`src/design/touch_grid_slider_swipe_classifier_top_macros.svh`:
```
// ----------------------------------------------------------------------------
// Touch grid classifier assertion macros
// Implication checks in the same cycle and in the next cycle.
// ----------------------------------------------------------------------------
`ifndef TOUCH_GRID_SLIDER_SWIPE_CLASSIFIER_TOP_MACROS_SVH
`define TOUCH_GRID_SLIDER_SWIPE_CLASSIFIER_TOP_MACROS_SVH
`ifndef ASSERT_OFF
`define TGS_ASSERT_IMP(lbl, clk, rst_n, ante, cons) \
    lbl: assert property (@(posedge clk) disable iff (!rst_n) (ante) |-> (cons)) \
        else $error("tgs assertion failed");
`define TGS_ASSERT_NXT(lbl, clk, rst_n, ante, cons) \
    lbl: assert property (@(posedge clk) disable iff (!rst_n) (ante) |=> (cons)) \
        else $error("tgs assertion failed");
`else
`define TGS_ASSERT_IMP(lbl, clk, rst_n, ante, cons)
`define TGS_ASSERT_NXT(lbl, clk, rst_n, ante, cons)
`endif
`endif

```
`src/design/tgs_pkg.sv`:
```
// ----------------------------------------------------------------------------
// Touch grid classifier package
// Shared types and constants of the touch grid, slider and swipe classifier.
// ----------------------------------------------------------------------------
package tgs_pkg;

    localparam int COORD_W  = 12;
    localparam int VOL_W    = 17;
    localparam int PORT_W   = 5;
    localparam int DIV_NUM_W = 28;
    localparam int DIV_CNT_W = 5;
    localparam int FRAC_W   = 16;
    localparam int Q_DEPTH  = 4;
    localparam int Q_PTR_W  = 2;
    localparam int Q_CNT_W  = 3;

    localparam logic [PORT_W-1:0] PORT_VOLUME = 5'd18;
    localparam logic [PORT_W-1:0] PORT_LEFT   = 5'd19;
    localparam logic [PORT_W-1:0] PORT_RIGHT  = 5'd20;

    localparam logic [VOL_W-1:0] Q_ONE     = 17'h10000;
    localparam logic [VOL_W-1:0] VOL_RESET = 17'h08000;

    localparam logic [DIV_CNT_W-1:0] ITERS_CELL = 5'd12;
    localparam logic [DIV_CNT_W-1:0] ITERS_VOL  = 5'd28;

    localparam logic [COORD_W-1:0] RST_GRID_TOP     = 12'd90;
    localparam logic [COORD_W-1:0] RST_AREA_WIDTH   = 12'd1280;
    localparam logic [COORD_W-1:0] RST_AREA_HEIGHT  = 12'd630;
    localparam logic [COORD_W-1:0] RST_KEY_WIDTH    = 12'd213;
    localparam logic [COORD_W-1:0] RST_KEY_HEIGHT   = 12'd210;
    localparam logic [COORD_W-1:0] RST_SLIDER_WIDTH = 12'd0;
    localparam logic [VOL_W-1:0]   RST_VOLUME_STEP  = 17'd655;
    localparam logic [COORD_W-1:0] RST_SWIPE_MIN    = 12'd40;

    typedef enum logic [2:0] {
        CFG_GRID_TOP     = 3'd0,
        CFG_AREA_WIDTH   = 3'd1,
        CFG_AREA_HEIGHT  = 3'd2,
        CFG_KEY_WIDTH    = 3'd3,
        CFG_KEY_HEIGHT   = 3'd4,
        CFG_SLIDER_WIDTH = 3'd5,
        CFG_VOLUME_STEP  = 3'd6,
        CFG_SWIPE_MIN    = 3'd7
    } t_cfg_idx;

    typedef struct packed {
        logic [COORD_W-1:0] grid_top;
        logic [COORD_W-1:0] area_width;
        logic [COORD_W-1:0] area_height;
        logic [COORD_W-1:0] key_width;
        logic [COORD_W-1:0] key_height;
        logic [COORD_W-1:0] slider_width;
        logic [VOL_W-1:0]   volume_step;
        logic [COORD_W-1:0] swipe_min_distance;
    } t_cfg;

    typedef struct packed {
        logic [COORD_W-1:0] touch_x;
        logic [COORD_W-1:0] touch_y;
        logic               held;
        logic               press_started;
        logic               released;
    } t_sample;

    typedef struct packed {
        logic [PORT_W-1:0] port;
        logic              is_analog;
        logic              pressed;
        logic [VOL_W-1:0]  volume;
        logic              last;
    } t_event;

    typedef struct packed {
        logic                 start;
        logic [DIV_NUM_W-1:0] num;
        logic [COORD_W-1:0]   den;
        logic [DIV_CNT_W-1:0] iters;
    } t_div_req;

    typedef struct packed {
        logic full;
        logic empty;
    } t_q_stat;

endpackage

```
`src/design/touch_grid_slider_swipe_classifier_top.sv`:
```
// ----------------------------------------------------------------------------
// Touch grid, slider and swipe classifier
// Turns touch samples into grid key, volume and swipe events.
// Samples are taken one at a time: a new sample is accepted only in the idle state,
//   after the shared divider and the events of the last one are done;
//   output stalls back up through a 4-deep queue.
// Reset: registers to their defaults, volume one half, queue and flags cleared.
// ----------------------------------------------------------------------------
`include "touch_grid_slider_swipe_classifier_top_macros.svh"

module touch_grid_slider_swipe_classifier_top #(
    parameter int ROWS = 3,
    parameter int COLS = 6
) (
    input  logic        i_clk,
    input  logic        i_rst_n,
    input  logic        i_cfg_we,
    input  logic [2:0]  i_cfg_addr,
    input  logic [16:0] i_cfg_wdata,
    input  logic        i_s_axis_tvalid,
    output logic        o_s_axis_tready,
    // touch_x[11:0], touch_y[23:12], held[24], press_started[25], released[26]
    input  logic [31:0] i_s_axis_tdata,
    output logic        o_m_axis_tvalid,
    input  logic        i_m_axis_tready,
    // port[4:0], pressed[5], volume[22:6]
    output logic [23:0] o_m_axis_tdata,
    // is_analog[0]
    output logic        o_m_axis_tuser,
    output logic        o_m_axis_tlast
);
    import tgs_pkg::*;

    t_cfg    r_cfg, n_cfg;
    t_sample w_sample;
    logic    w_push;
    t_event  w_push_event;
    t_event  w_q_event;
    t_q_stat w_qstat;
    logic    w_pop;
    t_event  w_out_event;

    always_comb begin
        n_cfg = r_cfg;
        if (i_cfg_we) begin
            unique case (t_cfg_idx'(i_cfg_addr))
                CFG_GRID_TOP:     n_cfg.grid_top           = i_cfg_wdata[COORD_W-1:0];
                CFG_AREA_WIDTH:   n_cfg.area_width         = i_cfg_wdata[COORD_W-1:0];
                CFG_AREA_HEIGHT:  n_cfg.area_height        = i_cfg_wdata[COORD_W-1:0];
                CFG_KEY_WIDTH:    n_cfg.key_width          = i_cfg_wdata[COORD_W-1:0];
                CFG_KEY_HEIGHT:   n_cfg.key_height         = i_cfg_wdata[COORD_W-1:0];
                CFG_SLIDER_WIDTH: n_cfg.slider_width       = i_cfg_wdata[COORD_W-1:0];
                CFG_VOLUME_STEP:  n_cfg.volume_step        = i_cfg_wdata;
                CFG_SWIPE_MIN:    n_cfg.swipe_min_distance = i_cfg_wdata[COORD_W-1:0];
            endcase
        end
    end

    always_ff @(posedge i_clk) begin
        if (!i_rst_n) begin
            r_cfg.grid_top           <= RST_GRID_TOP;
            r_cfg.area_width         <= RST_AREA_WIDTH;
            r_cfg.area_height        <= RST_AREA_HEIGHT;
            r_cfg.key_width          <= RST_KEY_WIDTH;
            r_cfg.key_height         <= RST_KEY_HEIGHT;
            r_cfg.slider_width       <= RST_SLIDER_WIDTH;
            r_cfg.volume_step        <= RST_VOLUME_STEP;
            r_cfg.swipe_min_distance <= RST_SWIPE_MIN;
        end else begin
            r_cfg <= n_cfg;
        end
    end

    assign w_sample.touch_x       = i_s_axis_tdata[11:0];
    assign w_sample.touch_y       = i_s_axis_tdata[23:12];
    assign w_sample.held          = i_s_axis_tdata[24];
    assign w_sample.press_started = i_s_axis_tdata[25];
    assign w_sample.released      = i_s_axis_tdata[26];

    tgs_front #(
        .ROWS (ROWS),
        .COLS (COLS)
    ) u_front (
        .i_clk    (i_clk),
        .i_rst_n  (i_rst_n),
        .i_cfg    (r_cfg),
        .i_valid  (i_s_axis_tvalid),
        .o_ready  (o_s_axis_tready),
        .i_sample (w_sample),
        .o_push   (w_push),
        .o_event  (w_push_event),
        .i_qstat  (w_qstat)
    );

    tgs_fifo u_fifo (
        .i_clk   (i_clk),
        .i_rst_n (i_rst_n),
        .i_push  (w_push),
        .i_wdata (w_push_event),
        .i_pop   (w_pop),
        .o_rdata (w_q_event),
        .o_stat  (w_qstat)
    );

    tgs_back u_back (
        .i_clk   (i_clk),
        .i_rst_n (i_rst_n),
        .i_rdata (w_q_event),
        .i_qstat (w_qstat),
        .o_pop   (w_pop),
        .o_valid (o_m_axis_tvalid),
        .i_ready (i_m_axis_tready),
        .o_event (w_out_event)
    );

    assign o_m_axis_tdata = {1'b0, w_out_event.volume, w_out_event.pressed, w_out_event.port};
    assign o_m_axis_tuser = w_out_event.is_analog;
    assign o_m_axis_tlast = w_out_event.last;

    `TGS_ASSERT_IMP(a_push_room, i_clk, i_rst_n, w_push, !w_qstat.full)
    `TGS_ASSERT_IMP(a_pop_data, i_clk, i_rst_n, w_pop, !w_qstat.empty)
    `TGS_ASSERT_NXT(a_busy_after_take, i_clk, i_rst_n, i_s_axis_tvalid && o_s_axis_tready, !o_s_axis_tready)

endmodule

```
`src/design/tgs_div.sv`:
```
// ----------------------------------------------------------------------------
// Touch grid classifier divider
// Restoring divider, one quotient bit per cycle over a chosen bit count.
// ----------------------------------------------------------------------------
module tgs_div (
    input  logic                              i_clk,
    input  logic                              i_rst_n,
    input  tgs_pkg::t_div_req                 i_req,
    output logic                              o_done,
    output logic [tgs_pkg::DIV_NUM_W-1:0]     o_quo
);
    import tgs_pkg::*;

    logic                 r_busy, n_busy;
    logic                 r_done, n_done;
    logic [DIV_CNT_W-1:0] r_cnt, n_cnt;
    logic [DIV_NUM_W-1:0] r_num, n_num;
    logic [DIV_NUM_W-1:0] r_quo, n_quo;
    logic [COORD_W-1:0]   r_rem, n_rem;
    logic [COORD_W-1:0]   r_den, n_den;

    logic [COORD_W:0]     w_trial;
    logic                 w_ge;

    assign w_trial = {r_rem, r_num[DIV_NUM_W-1]};
    assign w_ge    = w_trial >= {1'b0, r_den};

    always_comb begin
        n_busy = r_busy;
        n_done = 1'b0;
        n_cnt  = r_cnt;
        n_num  = r_num;
        n_quo  = r_quo;
        n_rem  = r_rem;
        n_den  = r_den;
        if (i_req.start) begin
            n_busy = 1'b1;
            n_cnt  = i_req.iters;
            n_num  = i_req.num;
            n_quo  = '0;
            n_rem  = '0;
            n_den  = i_req.den;
        end else if (r_busy) begin
            n_rem = w_ge ? COORD_W'(w_trial - {1'b0, r_den}) : w_trial[COORD_W-1:0];
            n_num = {r_num[DIV_NUM_W-2:0], 1'b0};
            n_quo = {r_quo[DIV_NUM_W-2:0], w_ge};
            n_cnt = r_cnt - 1'b1;
            if (r_cnt == DIV_CNT_W'(1)) begin
                n_busy = 1'b0;
                n_done = 1'b1;
            end
        end
    end

    always_ff @(posedge i_clk) begin
        if (!i_rst_n) begin
            r_busy <= 1'b0;
            r_done <= 1'b0;
        end else begin
            r_busy <= n_busy;
            r_done <= n_done;
        end
        r_cnt <= n_cnt;
        r_num <= n_num;
        r_quo <= n_quo;
        r_rem <= n_rem;
        r_den <= n_den;
    end

    assign o_done = r_done;
    assign o_quo  = r_quo;

endmodule

```
`src/design/tgs_front.sv`:
```
// ----------------------------------------------------------------------------
// Touch grid classifier front end
// Takes one touch sample, classifies it and queues the resulting events.
// ----------------------------------------------------------------------------
module tgs_front #(
    parameter int ROWS = 3,
    parameter int COLS = 6
) (
    input  logic              i_clk,
    input  logic              i_rst_n,
    input  tgs_pkg::t_cfg     i_cfg,
    input  logic              i_valid,
    output logic              o_ready,
    input  tgs_pkg::t_sample  i_sample,
    output logic              o_push,
    output tgs_pkg::t_event   o_event,
    input  tgs_pkg::t_q_stat  i_qstat
);
    import tgs_pkg::*;

    typedef enum logic [6:0] {
        FS_IDLE   = 7'b0000001,
        FS_DECIDE = 7'b0000010,
        FS_COL    = 7'b0000100,
        FS_ROW    = 7'b0001000,
        FS_VOL    = 7'b0010000,
        FS_FIN    = 7'b0100000,
        FS_EMIT   = 7'b1000000
    } t_fstate;

    t_fstate              r_state, n_state;

    logic [COORD_W-1:0]   r_x, n_x;
    logic [COORD_W-1:0]   r_y, n_y;
    logic                 r_held, n_held;
    logic                 r_st, n_st;
    logic                 r_rel, n_rel;

    logic [VOL_W-1:0]     r_cur_vol, n_cur_vol;
    logic                 r_grid_held, n_grid_held;
    logic [PORT_W-1:0]    r_held_port, n_held_port;
    logic                 r_slider_held, n_slider_held;
    logic                 r_armed, n_armed;
    logic [COORD_W-1:0]   r_sx, n_sx;
    logic [COORD_W-1:0]   r_sy, n_sy;

    logic                 r_grid_try, n_grid_try;
    logic                 r_vol_try, n_vol_try;
    logic [COORD_W-1:0]   r_col, n_col;
    logic [COORD_W-1:0]   r_row, n_row;
    logic [VOL_W-1:0]     r_nv, n_nv;
    logic [3:0]           r_mask, n_mask;
    logic [PORT_W-1:0]    r_p0, n_p0;
    logic                 r_a0, n_a0;
    logic [VOL_W-1:0]     r_v0, n_v0;
    logic [PORT_W-1:0]    r_p1, n_p1;
    logic [PORT_W-1:0]    r_sp, n_sp;

    t_div_req             w_req;
    logic                 w_div_done;
    logic [DIV_NUM_W-1:0] w_quo;

    logic [COORD_W:0]     w_band_end;
    logic                 w_in_band;
    logic                 w_grid_pre;
    logic                 w_slider;
    logic                 w_track;
    logic signed [13:0]   w_n;
    logic                 w_vol_direct;
    logic [VOL_W-1:0]     w_vol_direct_val;
    logic [COORD_W-1:0]   w_row_num;

    logic [31:0]          w_cell_full;
    logic [PORT_W-1:0]    w_cell;
    logic                 w_cell_ok;
    logic [VOL_W-1:0]     w_vdiff;
    logic                 w_track_rep;
    logic                 w_gh1;
    logic [PORT_W-1:0]    w_hp1;
    logic                 w_sh1;
    logic signed [12:0]   w_dx;
    logic signed [12:0]   w_dy;
    logic [12:0]          w_adx;
    logic [12:0]          w_ady;
    logic                 w_swipe;
    logic [3:0]           w_sel;

    tgs_div u_div (
        .i_clk   (i_clk),
        .i_rst_n (i_rst_n),
        .i_req   (w_req),
        .o_done  (w_div_done),
        .o_quo   (w_quo)
    );

    assign w_band_end = {1'b0, i_cfg.grid_top} + {1'b0, i_cfg.area_height};
    assign w_in_band  = (r_y >= i_cfg.grid_top) && ({1'b0, r_y} < w_band_end);
    assign w_grid_pre = r_st && (i_cfg.key_width != '0) && (i_cfg.key_height != '0)
                        && w_in_band && (r_x < i_cfg.area_width);
    assign w_slider   = r_st && (i_cfg.slider_width != '0) && (r_x >= i_cfg.area_width)
                        && w_in_band;
    assign w_track    = !r_st && r_slider_held && r_held;
    assign w_row_num  = r_y - i_cfg.grid_top;

    assign w_n = $signed({2'b00, i_cfg.grid_top}) + $signed({2'b00, i_cfg.area_height})
                 - $signed({2'b00, r_y});

    always_comb begin
        w_vol_direct     = 1'b1;
        w_vol_direct_val = r_cur_vol;
        priority if (i_cfg.area_height == '0) begin
            w_vol_direct_val = r_cur_vol;
        end else if (w_n <= 14'sd0) begin
            w_vol_direct_val = '0;
        end else if (w_n >= $signed({2'b00, i_cfg.area_height})) begin
            w_vol_direct_val = Q_ONE;
        end else begin
            w_vol_direct = 1'b0;
        end
    end

    assign w_cell_full = 32'(r_row) * 32'(COLS) + 32'(r_col);
    assign w_cell      = w_cell_full[PORT_W-1:0];
    assign w_cell_ok   = r_grid_try && (r_col < COORD_W'(COLS)) && (r_row < COORD_W'(ROWS));
    assign w_vdiff     = (r_nv > r_cur_vol) ? (r_nv - r_cur_vol) : (r_cur_vol - r_nv);
    assign w_track_rep = !r_st && r_vol_try && (w_vdiff > i_cfg.volume_step);
    assign w_gh1       = r_st ? w_cell_ok : r_grid_held;
    assign w_hp1       = r_st ? (w_cell_ok ? w_cell : '0) : r_held_port;
    assign w_sh1       = r_st ? (!w_cell_ok && r_vol_try) : r_slider_held;

    assign w_dx    = $signed({1'b0, r_x}) - $signed({1'b0, r_sx});
    assign w_dy    = $signed({1'b0, r_y}) - $signed({1'b0, r_sy});
    assign w_adx   = w_dx[12] ? 13'(-w_dx) : 13'(w_dx);
    assign w_ady   = w_dy[12] ? 13'(-w_dy) : 13'(w_dy);
    assign w_swipe = !r_st && r_rel && r_armed && (w_adx > {1'b0, i_cfg.swipe_min_distance})
                     && (w_adx > w_ady);

    assign w_sel = r_mask & (~r_mask + 4'd1);

    always_comb begin
        n_state       = r_state;
        n_x           = r_x;
        n_y           = r_y;
        n_held        = r_held;
        n_st          = r_st;
        n_rel         = r_rel;
        n_cur_vol     = r_cur_vol;
        n_grid_held   = r_grid_held;
        n_held_port   = r_held_port;
        n_slider_held = r_slider_held;
        n_armed       = r_armed;
        n_sx          = r_sx;
        n_sy          = r_sy;
        n_grid_try    = r_grid_try;
        n_vol_try     = r_vol_try;
        n_col         = r_col;
        n_row         = r_row;
        n_nv          = r_nv;
        n_mask        = r_mask;
        n_p0          = r_p0;
        n_a0          = r_a0;
        n_v0          = r_v0;
        n_p1          = r_p1;
        n_sp          = r_sp;
        w_req         = '0;
        o_push        = 1'b0;
        o_event       = '0;
        unique case (r_state)
            FS_IDLE: begin
                if (i_valid) begin
                    n_x     = i_sample.touch_x;
                    n_y     = i_sample.touch_y;
                    n_held  = i_sample.held;
                    n_st    = i_sample.press_started;
                    n_rel   = i_sample.released;
                    n_state = FS_DECIDE;
                end
            end
            FS_DECIDE: begin
                n_grid_try = w_grid_pre;
                n_vol_try  = !w_grid_pre && (w_slider || w_track);
                if (w_grid_pre) begin
                    w_req.start = 1'b1;
                    w_req.num   = {r_x, {FRAC_W{1'b0}}};
                    w_req.den   = i_cfg.key_width;
                    w_req.iters = ITERS_CELL;
                    n_state     = FS_COL;
                end else if (w_slider || w_track) begin
                    if (w_vol_direct) begin
                        n_nv    = w_vol_direct_val;
                        n_state = FS_FIN;
                    end else begin
                        w_req.start = 1'b1;
                        w_req.num   = {w_n[COORD_W-1:0], {FRAC_W{1'b0}}};
                        w_req.den   = i_cfg.area_height;
                        w_req.iters = ITERS_VOL;
                        n_state     = FS_VOL;
                    end
                end else begin
                    n_state = FS_FIN;
                end
            end
            FS_COL: begin
                if (w_div_done) begin
                    n_col       = w_quo[COORD_W-1:0];
                    w_req.start = 1'b1;
                    w_req.num   = {w_row_num, {FRAC_W{1'b0}}};
                    w_req.den   = i_cfg.key_height;
                    w_req.iters = ITERS_CELL;
                    n_state     = FS_ROW;
                end
            end
            FS_ROW: begin
                if (w_div_done) begin
                    n_row   = w_quo[COORD_W-1:0];
                    n_state = FS_FIN;
                end
            end
            FS_VOL: begin
                if (w_div_done) begin
                    n_nv    = w_quo[VOL_W-1:0];
                    n_state = FS_FIN;
                end
            end
            FS_FIN: begin
                n_mask[0] = r_st ? (w_cell_ok || r_vol_try) : w_track_rep;
                n_mask[1] = r_rel && w_gh1;
                n_mask[2] = w_swipe;
                n_mask[3] = w_swipe;
                n_p0      = w_cell_ok ? w_cell : PORT_VOLUME;
                n_a0      = !w_cell_ok;
                n_v0      = w_cell_ok ? '0 : r_nv;
                n_p1      = w_hp1;
                n_sp      = w_dx[12] ? PORT_LEFT : PORT_RIGHT;
                if ((r_st && r_vol_try) || w_track_rep) begin
                    n_cur_vol = r_nv;
                end
                n_grid_held   = r_rel ? 1'b0 : w_gh1;
                n_held_port   = r_rel ? '0 : w_hp1;
                n_slider_held = r_rel ? 1'b0 : w_sh1;
                if (r_st) begin
                    n_armed = (r_y >= i_cfg.grid_top) && (r_x < i_cfg.area_width);
                    n_sx    = r_x;
                    n_sy    = r_y;
                end else if (r_rel) begin
                    n_armed = 1'b0;
                end
                n_state = (n_mask != '0) ? FS_EMIT : FS_IDLE;
            end
            FS_EMIT: begin
                if (!i_qstat.full) begin
                    o_push       = 1'b1;
                    o_event.last = (r_mask & ~w_sel) == '0;
                    priority if (w_sel[0]) begin
                        o_event.port      = r_p0;
                        o_event.is_analog = r_a0;
                        o_event.pressed   = !r_a0;
                        o_event.volume    = r_v0;
                    end else if (w_sel[1]) begin
                        o_event.port      = r_p1;
                    end else if (w_sel[2]) begin
                        o_event.port      = r_sp;
                        o_event.pressed   = 1'b1;
                    end else begin
                        o_event.port      = r_sp;
                    end
                    n_mask = r_mask & ~w_sel;
                    if (n_mask == '0) begin
                        n_state = FS_IDLE;
                    end
                end
            end
            default: begin
                n_state = FS_IDLE;
            end
        endcase
    end

    always_ff @(posedge i_clk) begin
        if (!i_rst_n) begin
            r_state       <= FS_IDLE;
            r_cur_vol     <= VOL_RESET;
            r_grid_held   <= 1'b0;
            r_held_port   <= '0;
            r_slider_held <= 1'b0;
            r_armed       <= 1'b0;
            r_sx          <= '0;
            r_sy          <= '0;
            r_mask        <= '0;
        end else begin
            r_state       <= n_state;
            r_cur_vol     <= n_cur_vol;
            r_grid_held   <= n_grid_held;
            r_held_port   <= n_held_port;
            r_slider_held <= n_slider_held;
            r_armed       <= n_armed;
            r_sx          <= n_sx;
            r_sy          <= n_sy;
            r_mask        <= n_mask;
        end
        r_x        <= n_x;
        r_y        <= n_y;
        r_held     <= n_held;
        r_st       <= n_st;
        r_rel      <= n_rel;
        r_grid_try <= n_grid_try;
        r_vol_try  <= n_vol_try;
        r_col      <= n_col;
        r_row      <= n_row;
        r_nv       <= n_nv;
        r_p0       <= n_p0;
        r_a0       <= n_a0;
        r_v0       <= n_v0;
        r_p1       <= n_p1;
        r_sp       <= n_sp;
    end

    assign o_ready = (r_state == FS_IDLE);

endmodule

```
`src/design/tgs_fifo.sv`:
```
// ----------------------------------------------------------------------------
// Touch grid classifier event queue
// Short queue of events between the classifier and the output stage.
// ----------------------------------------------------------------------------
module tgs_fifo (
    input  logic              i_clk,
    input  logic              i_rst_n,
    input  logic              i_push,
    input  tgs_pkg::t_event   i_wdata,
    input  logic              i_pop,
    output tgs_pkg::t_event   o_rdata,
    output tgs_pkg::t_q_stat  o_stat
);
    import tgs_pkg::*;

    t_event               r_mem [Q_DEPTH];
    logic [Q_PTR_W-1:0]   r_wr_ptr, n_wr_ptr;
    logic [Q_PTR_W-1:0]   r_rd_ptr, n_rd_ptr;
    logic [Q_CNT_W-1:0]   r_count, n_count;

    always_comb begin
        n_wr_ptr = i_push ? r_wr_ptr + 1'b1 : r_wr_ptr;
        n_rd_ptr = i_pop  ? r_rd_ptr + 1'b1 : r_rd_ptr;
        n_count  = r_count + Q_CNT_W'(i_push) - Q_CNT_W'(i_pop);
    end

    always_ff @(posedge i_clk) begin
        if (!i_rst_n) begin
            r_wr_ptr <= '0;
            r_rd_ptr <= '0;
            r_count  <= '0;
        end else begin
            r_wr_ptr <= n_wr_ptr;
            r_rd_ptr <= n_rd_ptr;
            r_count  <= n_count;
        end
        if (i_push) begin
            r_mem[r_wr_ptr] <= i_wdata;
        end
    end

    assign o_rdata      = r_mem[r_rd_ptr];
    assign o_stat.full  = (r_count == Q_CNT_W'(Q_DEPTH));
    assign o_stat.empty = (r_count == '0);

endmodule

```
`src/design/tgs_back.sv`:
```
// ----------------------------------------------------------------------------
// Touch grid classifier output stage
// Moves queued events into the output register and holds them until taken.
// ----------------------------------------------------------------------------
module tgs_back (
    input  logic              i_clk,
    input  logic              i_rst_n,
    input  tgs_pkg::t_event   i_rdata,
    input  tgs_pkg::t_q_stat  i_qstat,
    output logic              o_pop,
    output logic              o_valid,
    input  logic              i_ready,
    output tgs_pkg::t_event   o_event
);
    import tgs_pkg::*;

    logic   r_valid, n_valid;
    t_event r_event, n_event;

    always_comb begin
        o_pop   = !i_qstat.empty && (!r_valid || i_ready);
        n_valid = r_valid;
        n_event = r_event;
        if (o_pop) begin
            n_valid = 1'b1;
            n_event = i_rdata;
        end else if (i_ready) begin
            n_valid = 1'b0;
        end
    end

    always_ff @(posedge i_clk) begin
        if (!i_rst_n) begin
            r_valid <= 1'b0;
        end else begin
            r_valid <= n_valid;
        end
        r_event <= n_event;
    end

    assign o_valid = r_valid;
    assign o_event = r_event;

endmodule
```
`config.mk`:
```
export PLATFORM = sky130hd
export DESIGN_NAME = touch_grid_slider_swipe_classifier_top
export DESIGN_NICKNAME = d
export VERILOG_FILES = /design/src/design/tgs_pkg.sv /design/src/design/touch_grid_slider_swipe_classifier_top.sv /design/src/design/tgs_div.sv /design/src/design/tgs_front.sv /design/src/design/tgs_fifo.sv /design/src/design/tgs_back.sv
export VERILOG_INCLUDE_DIRS = /design/src /design/src/design
export SDC_FILE = /design/constraint.sdc
export NUM_CORES = 1
export LEC_CHECK = 0
export ABC_AREA = 1
export BUFFER_PORTS_ARGS = -buffer_cell sky130_fd_sc_hd__buf_4
export CORE_ASPECT_RATIO = 0.9
export CORE_MARGIN = 3
export CORE_UTILIZATION = 40
export CTS_BUF_LIST = sky130_fd_sc_hd__clkbuf_2
export DETAILED_ROUTE_END_ITERATION = 7
export PLACE_DENSITY = 0.66
export SYNTH_ARGS = -nofsm -noshare
export SYNTH_HDL_FRONTEND = slang
export SYNTH_SLANG_ARGS = --single-unit
export TNS_END_PERCENT = 100
```
`constraint.sdc`:
```
create_clock -name i_clk -period 4.9 [get_ports i_clk]
set_input_delay 0.49 -clock i_clk [delete_from_list [all_inputs] [get_ports i_clk]]
set_output_delay 0.49 -clock i_clk [all_outputs]
set_load 0.005 [all_outputs]
```
==> results of run 1 <==
[registers in the layout, summed over array words and instances (netlist names), 3 cells and up]
register             flops
r_cfg                  101
u_back.o_event          25
u_fifo.r_count           3
u_fifo.r_mem           100
u_front.r_col           12
u_front.r_cur_vol       17
u_front.r_held_port      5
u_front.r_mask           4
u_front.r_nv            17
u_front.r_p0             5
u_front.r_p1             5
u_front.r_row           12
u_front.r_state          7
u_front.r_sx            12
u_front.r_sy            12
u_front.r_v0            17
u_front.r_x             12
u_front.r_y             12
u_front.u_div.o_quo     17
u_front.u_div.r_cnt      5
u_front.u_div.r_den     12
u_front.u_div.r_num     12
u_front.u_div.r_rem     12
[metrics by stage]
step	power [W]	cells	area (µm²)
floorplan	0.00604	2966	25200
global placement	0.00687	3837	26900
detailed placement	0.00690	3837	26900
CTS	0.00961	4148	29000
global route	0.0103	4160	29500
finish	0.00965	4161	29500
[Yosys cell counts, drive strengths merged, types with 2 or more instances]
cell type / instances
nor4: 15
clkbuf: 70
o21bai: 13
nor2: 292
a31oi: 11
o31ai: 6
o2111ai: 4
clkinv: 2
o32ai: 2
o21ai: 274
o22ai: 26
a21o: 9
xnor2: 27
nor3b: 3
a211oi: 5
o211ai: 24
or2: 7
mux2i: 5
dfxtp: 200
ha: 199
nand4: 38
inv: 433
nand2: 508
nand3b: 6
xor2: 56
nor3: 23
o221ai: 2
buf: 26
a22oi: 12
fa: 11
a211o: 2
nand3: 110
a21oi: 273
edfxtp: 254
o21a: 14
[cells by family after synthesis]
kind of cell / after synthesis / synth area share [%]
AO/OA/AOI/OAI: 679 / 15.2
XOR/XNOR: 83 / 2.88
adder cells (fa/ha/maj): 210 / 10.7
buffers and inverters: 531 / 8.14
flip-flops: 454 / 46.1
multiplexers: 5 / 0.198
other: 1 / 0.0149
AND/OR/NAND/NOR: 1003 / 16.7
[per-layer routing]
metal / wire, µm / vias to the layer above / GRT usage [%]
met2: 29100 / 625 / 30.1
met3: 5220 / 110 / 4.80
met1: 31300 / 9612 / 27.6
met5: 0 / - / 0
li1: - / 10500 / -
met4: 1310 / 0 / 5.44
[area by class of cell]
cell class | count | area (µm²)
well taps | 836 | 1050
flip-flops and latches | 454 | 11600
clock inverters | 36 | 210
inverters | 435 | 1640
multi-input cells | 1981 | 11900
fillers | 6011 | 32300
repair buffers | 243 | 2190
clock buffers | 174 | 871
diodes | 2 | 5.00
[how the worst min path moves through the flow]
stage,end,slack [ns],cells after the start
global placement,r_cfg[80],0.45,2
detailed placement,r_cfg[81],0.45,2
floorplan,r_cfg[10],0.44,2
global route,r_cfg[9],0.19,4
finish,r_cfg[90],0.21,4
CTS,r_cfg[90],0.09,4
[where the power goes]
part / internal, W / total [W] / switching (W)
clock network: 0.000994 / 0.00264 / 0.00165
registers: 0.00428 / 0.00444 / 0.000165
logic: 0.000996 / 0.00257 / 0.00157
[critical path, delay by kind of cell (launching register included)]
| family | cells | cell delay, ns |
|---|---|---|
| adder cells (fa/ha/maj) | 4 | 1.20 |
| XOR/XNOR | 1 | 0.26 |
| flip-flops | 1 | 0.38 |
| AND/OR/NAND/NOR | 12 | 1.23 |
| AO/OA/AOI/OAI | 6 | 0.94 |
| buffers and inverters | 3 | 0.33 |
[timing repair]
item | CTS | global route
hold buffers | 100 | 0
hold endpoints to repair | 186 | 0
setup buffers | 1 | 9
gates cloned | 0 | 2
endpoints found under the setup margin | 22 | 136
gates resized for setup | 1 | 81
pin swaps | 2 | 32
==> qor.csv, run 1 <==
stage,metric,value,unit
worst_setup_path,worst flop-to-flop path endpoint,u_front.u_div.r_den[9],
placement,gp weighted congestion,0.920,
detailed_routing,via count,20900,
timing,fin crit period,4.73,ns
synth,Synth Net Count,3233,
worst_setup_path,crit-path max cell delay,0.39,ns
synth,Synth Register Bits,454,
final_layout,layout cells sized above 1,14.0,%
synth,post-synth cell types,54,
synth,"Avg Cell Area, Syn",8.50,µm²
detailed_routing,vias per inst,5.02,
clocking,H-tree Lvls,3,
worst_setup_path,crit path max fanout,18,
placement,dpl ws,-0.0148,ns
detailed_routing,First-pass DRT Iterations,6,
power_and_ir_drop,peak supply drop,0.000224,V
clocking,number of CTS-inserted buffers,112,
worst_setup_path,kind of critical path,flip-flop to flip-flop,
global_route,largest net degree at the start of global routing,93,
placement,dpl hpwl,47.0,mm
detailed_routing,Post-DRT Antenna Nets,0,
worst_setup_path,critical path arrival,5.57,ns
floorplanning,# IOs,85,
hold_path,Hold WC Path Type,primary input to flip-flop,
timing,Final Worst Setup Slack,0.169,ns
worst_setup_path,Required @ worst endpoint,5.73,ns
timing,Fin Hold WS,0.213,ns
worst_setup_path,R2R setup slack,0.17,ns
floorplanning,chip height,244,µm
final_layout,most frequent cells in the layout,"489 x nand2_1, 419 x inv_1, 274 x nor2_1",
power_and_ir_drop,LEAKAGE,12.9,nW
synth,"Cell Area, Synth",25200,µm²
synth,Yosys warnings,0,
timing,Layout Skew,0.130,ns
clocking,Max Buffers Root-to-Sink,3,
global_route,Tot GR Track Use,19.6,%
clocking,CTS tree,built,
detailed_routing,Iteration-0 DRC Markers,1816,
worst_setup_path,Most common cell on crit path,nand2_2,
floorplanning,core area,61800,µm²
floorplanning,Die Footprint,66100,µm²
synth,Synth area leaders,"edfxtp_1 30%, dfxtp_1 16%, ha_1 9.9%",
status,status,completed,
synth,Yosys top cell by area,edfxtp_1,
timing,RSZ-0062 raised after global routing,true,
synth,Synth top area share,30.3,%
timing,max_slew headroom,23.9,%
clocking,clock-pin slew on the worst setup and hold paths,0.11,ns
worst_setup_path,CP max-delay cell,ha_2,
worst_setup_path,CP endpoint,u_front.u_div.r_den[9],
clocking,root buffer cell,clkbuf_2,
final_layout,final core occ,47.7,%
synth,prevailing post-synth register cell,edfxtp_1,
floorplanning,Initial Utilization,40.8,%
detailed_routing,Routed Wire Length,67.0,mm
floorplanning,Row Count,86,
synth,asr flop ratio synth,0,%
synth,Post-synth EDFFs,254,
timing,Slew Limit Fails,0,
clocking,Worst-Skew Late Latency,1.24,ns
placement,IO Port Bufs,78,
timing,setup TNS,0,ns
clocking,CTS Sinks,454,
global_route,gr ovfl total,0,
floorplanning,Die Wd,271,µm
synth,"Seq/Total Area, Yosys",46.1,%
worst_setup_path,Critical Path Source Type,flip-flop,
power_and_ir_drop,Pwr per Cell Area,327,nW/µm²
final_layout,Layout area overhead,16.9,%
timing,fin crit share,96.5,%
worst_setup_path,Worst R2R Path Depth,26,
synth,Syn Inst Count,2966,
global_route,first-pass GRT wire length,104,mm
final_layout,Nets,3494,
timing,Fmax,211,MHz
detailed_routing,drt drc,0,
worst_setup_path,reg-to-reg critical path startpoint,r_cfg[65],
final_layout,"commonest non-fill, non-tap cell in the layout",nand2_1,
timing,final setup fails,0,
timing,Worst Tran Pin Value,1.14,ns
global_route,initial antenna violation count,1,
worst_setup_path,Worst setup EP type,flip-flop,
detailed_routing,routed length per instance,16.1,µm
hold_path,worst hold start,i_cfg_wdata[1],
worst_setup_path,Critical Path Source,r_cfg[65],
global_route,vias in the first global route,19500,
timing,final hold vios,0,
run,MaxCap Viol Count,0,
Note: power is estimated with default switching activity, not from simulation.
==> inputs of run 2 (changes only) <==
--- a/config.mk
+++ b/config.mk
@@ -13,7 +13,6 @@
 export CORE_UTILIZATION = 40
 export CTS_BUF_LIST = sky130_fd_sc_hd__clkbuf_2
 export DETAILED_ROUTE_END_ITERATION = 7
-export PLACE_DENSITY = 0.66
 export SYNTH_ARGS = -nofsm -noshare
 export SYNTH_HDL_FRONTEND = slang
 export SYNTH_SLANG_ARGS = --single-unit
==> qor.csv, run 2 (synthesis gave the netlist of run 1 again) <==
stage,metric,value,unit,change
status,status,completed,,
placement,dpl hpwl,51.4,mm,+9.4%
final_layout,final instance area,30000,µm²,+1.8%
floorplanning,core area,61800,µm²,unchanged
placement,IO Port Bufs,78,,unchanged
final_layout,area of the multi-input gates,12100,µm²,+1.9%
final_layout,Sequential cell area,11600,µm²,about the same
floorplanning,Die Footprint,66100,µm²,unchanged
detailed_routing,vias per inst,5.08,,+1.3%
power_and_ir_drop,sw frac,34.4,%,-0.61 points
final_layout,Largest register FFs,101,,unchanged
power_and_ir_drop,peak supply drop,0.000359,V,+60%
power_and_ir_drop,Pwr Total,0.00990,W,+2.6%
timing,final setup fails,0,,unchanged
worst_setup_path,Critical Path Source,r_cfg[65],,
power_and_ir_drop,Comb power frac,27.8,%,+1.2 points
global_route,initial antenna violation count,1,,unchanged
final_layout,layout cells sized above 1,16.3,%,+2.3 points
clocking,CTS tree,built,,
floorplanning,# IOs,85,,unchanged
global_route,largest net degree at the start of global routing,106,,+14%
detailed_routing,Iteration-0 DRC Markers,1757,,-3.2%
floorplanning,chip height,244,µm,unchanged
worst_setup_path,crit-path max cell delay,0.37,ns,-0.02 ns
detailed_routing,routed length per instance,17.0,µm,+5.9%
power_and_ir_drop,Clk pwr share,27.6,%,+0.2 points
power_and_ir_drop,Switch Pwr,0.00341,W,+0.83%
placement,Area after DPL,27200,µm²,+1.1%
timing,setup TNS,0,ns,unchanged
timing,fin crit share,94.9,%,-1.6 points
timing,Slew Limit Fails,0,,unchanged
timing,fin crit period,4.65,ns,-0.0785 ns
timing,Layout Skew,0.129,ns,-0.000818 ns
floorplanning,Die Wd,271,µm,unchanged
placement,placed cells,3872,,+0.91%
clocking,CTS Sinks,454,,unchanged
worst_setup_path,CP max-delay cell,dfxtp_2,,
worst_setup_path,Critical Path Source Type,flip-flop,,
final_layout,"commonest non-fill, non-tap cell in the layout",nand2_1,,
power_and_ir_drop,Internal,0.00649,W,+3.6%
global_route,first-pass GRT wire length,112,mm,+7.3%
worst_setup_path,Worst R2R Path Depth,26,,unchanged
clocking,Max Buffers Root-to-Sink,3,,unchanged
final_layout,Layout area overhead,19.0,%,
final_layout,Nets,3527,,+0.94%
final_layout,Biggest register,r_cfg,,
timing,Worst Tran Pin Value,1.10,ns,-0.0440 ns
run,MaxCap Viol Count,0,,unchanged
final_layout,most frequent cells in the layout,"480 x nand2_1, 413 x inv_1, 274 x nor2_1",,
global_route,gr ovfl total,0,,unchanged
final_layout,non-filler instance count after layout,4200,,+0.94%
floorplanning,Row Count,86,,unchanged
worst_setup_path,worst flop-to-flop path endpoint,u_front.u_div.r_den[10],,
floorplanning,Initial Utilization,40.8,%,unchanged
placement,gp weighted congestion,0.917,,-0.34%
global_route,vias in the first global route,20700,,+6.2%
worst_setup_path,R2R setup slack,0.25,ns,+0.08 ns
detailed_routing,First-pass DRT Iterations,8,,+2
timing,max_slew headroom,26.9,%,+3.0 points
power_and_ir_drop,Reg power frac,44.6,%,-1.4 points
power_and_ir_drop,Pwr per Cell Area,330,nW/µm²,+0.84%
clocking,root buffer cell,clkbuf_2,,
worst_setup_path,CP endpoint,u_front.u_div.r_den[10],,
detailed_routing,via count,21300,,+2.2%
detailed_routing,drt drc,0,,unchanged
global_route,Tot GR Track Use,21.2,%,+1.5 points
worst_setup_path,reg-to-reg critical path startpoint,r_cfg[65],,
worst_setup_path,crit path max fanout,8,,-10
timing,final hold vios,0,,unchanged
worst_setup_path,Required @ worst endpoint,5.78,ns,+0.05 ns
clocking,clock-pin slew on the worst setup and hold paths,0.11,ns,about the same
final_layout,layout filler cell count,5960,,-0.85%
worst_setup_path,kind of critical path,flip-flop to flip-flop,,
clocking,H-tree Lvls,3,,unchanged
clocking,Worst-Skew Late Latency,1.14,ns,-0.10 ns
hold_path,Hold WC Path Type,primary input to flip-flop,,
detailed_routing,Post-DRT Antenna Nets,0,,unchanged
timing,RSZ-0062 raised after global routing,true,,
worst_setup_path,critical path arrival,5.53,ns,-0.04 ns
detailed_routing,Routed Wire Length,71.6,mm,+6.9%
worst_setup_path,Worst setup EP type,flip-flop,,
timing,Fmax,215,MHz,+1.7%
clocking,number of CTS-inserted buffers,114,,+1.8%
power_and_ir_drop,LEAKAGE,13.2,nW,+2.0%
## run 2: changes by cell type in the layout (fill, tap and decap cells not counted), moves of 6 or more
cell           previous run  this run
nand2_1                 489       480
nand2_2                  14        23
inv_1                   419       413
clkinv_2                  2         9
inv_2                    12        19
buf_4                   133       172
dlygate4sd3_1           100        89
## run 2: worst min-delay path by stage
stage                        start             endpoint  slack [ns]  cells after the start
4_1_cts            i_cfg_wdata[15]            r_cfg[27]        0.03                      4
6_report           i_cfg_wdata[15]            r_cfg[27]        0.22                      4
5_1_grt            i_cfg_wdata[15]            r_cfg[27]        0.11                      4
3_5_place_dp   u_front.r_grid_held  u_front.r_grid_held        0.45                      2
2_1_floorplan            r_cfg[10]            r_cfg[10]        0.44                      2
3_3_place_gp             r_cfg[86]            r_cfg[86]        0.45                      2
## run 2: stage by stage
| step | util (%) | hold WS [ns] | setup WS, ns |
|---|---|---|---|
| 2_1_floorplan | - | 0.435 | 0.122 |
| 3_3_place_gp | 44.1 | 0.448 | 0.0696 |
| 3_5_place_dp | 44.1 | 0.453 | -0.0157 |
| 4_1_cts | 47.5 | 0.0315 | 0.0174 |
| 5_1_grt | 48.6 | 0.113 | -0.0687 |
| 6_report | 48.6 | 0.222 | 0.248 |
## run 2: power groups by stage
| stage | Clock [W] | Combinational [W] | Sequential [W] |
|---|---|---|---|
| after floorplan | 0 | 0.00157 | 0.00447 |
| after global placement | 0 | 0.00243 | 0.00449 |
| after detailed placement | 0 | 0.00248 | 0.00450 |
| after CTS | 0.00285 | 0.00257 | 0.00441 |
| after global routing | 0.00304 | 0.00310 | 0.00444 |
| final | 0.00274 | 0.00275 | 0.00441 |
## run 2: critical path, delay by kind of cell, from the launching register on
family          cells  cell delay [ns]
xor+xnor            1             0.20
flops               1             0.37
simple gates       11             1.41
fa+ha+maj           4             1.09
buf+inv             5             0.58
compound gates      5             0.74
## run 2: repair_timing
action,in CTS,in global routing
hold buffers,89,0
gates cloned,0,2
gates resized for setup,6,121
buffers inserted,7,10
pin swaps,5,43
setup endpoints to repair,78,138
endpoints found under the hold margin,193,0
## run 2: area by class of cell
type | count | area share, %
diodes | 2 | 0.0167
inverters | 435 | 5.45
clock buffers | 171 | 2.85
multi-input cells | 1981 | 40.3
repair buffers | 274 | 8.06
well taps | 836 | 3.49
flip-flops and latches | 454 | 38.8
clock inverters | 47 | 0.968
## run 2: per-layer routing
metal	track usage (%)	part of all wire, %	vias to the layer above
met3	3.82	5.7	120
met5	0	0	-
li1	-	-	10600
met2	34.0	45	549
met1	29.3	47	10100
met4	5.98	2.1	0
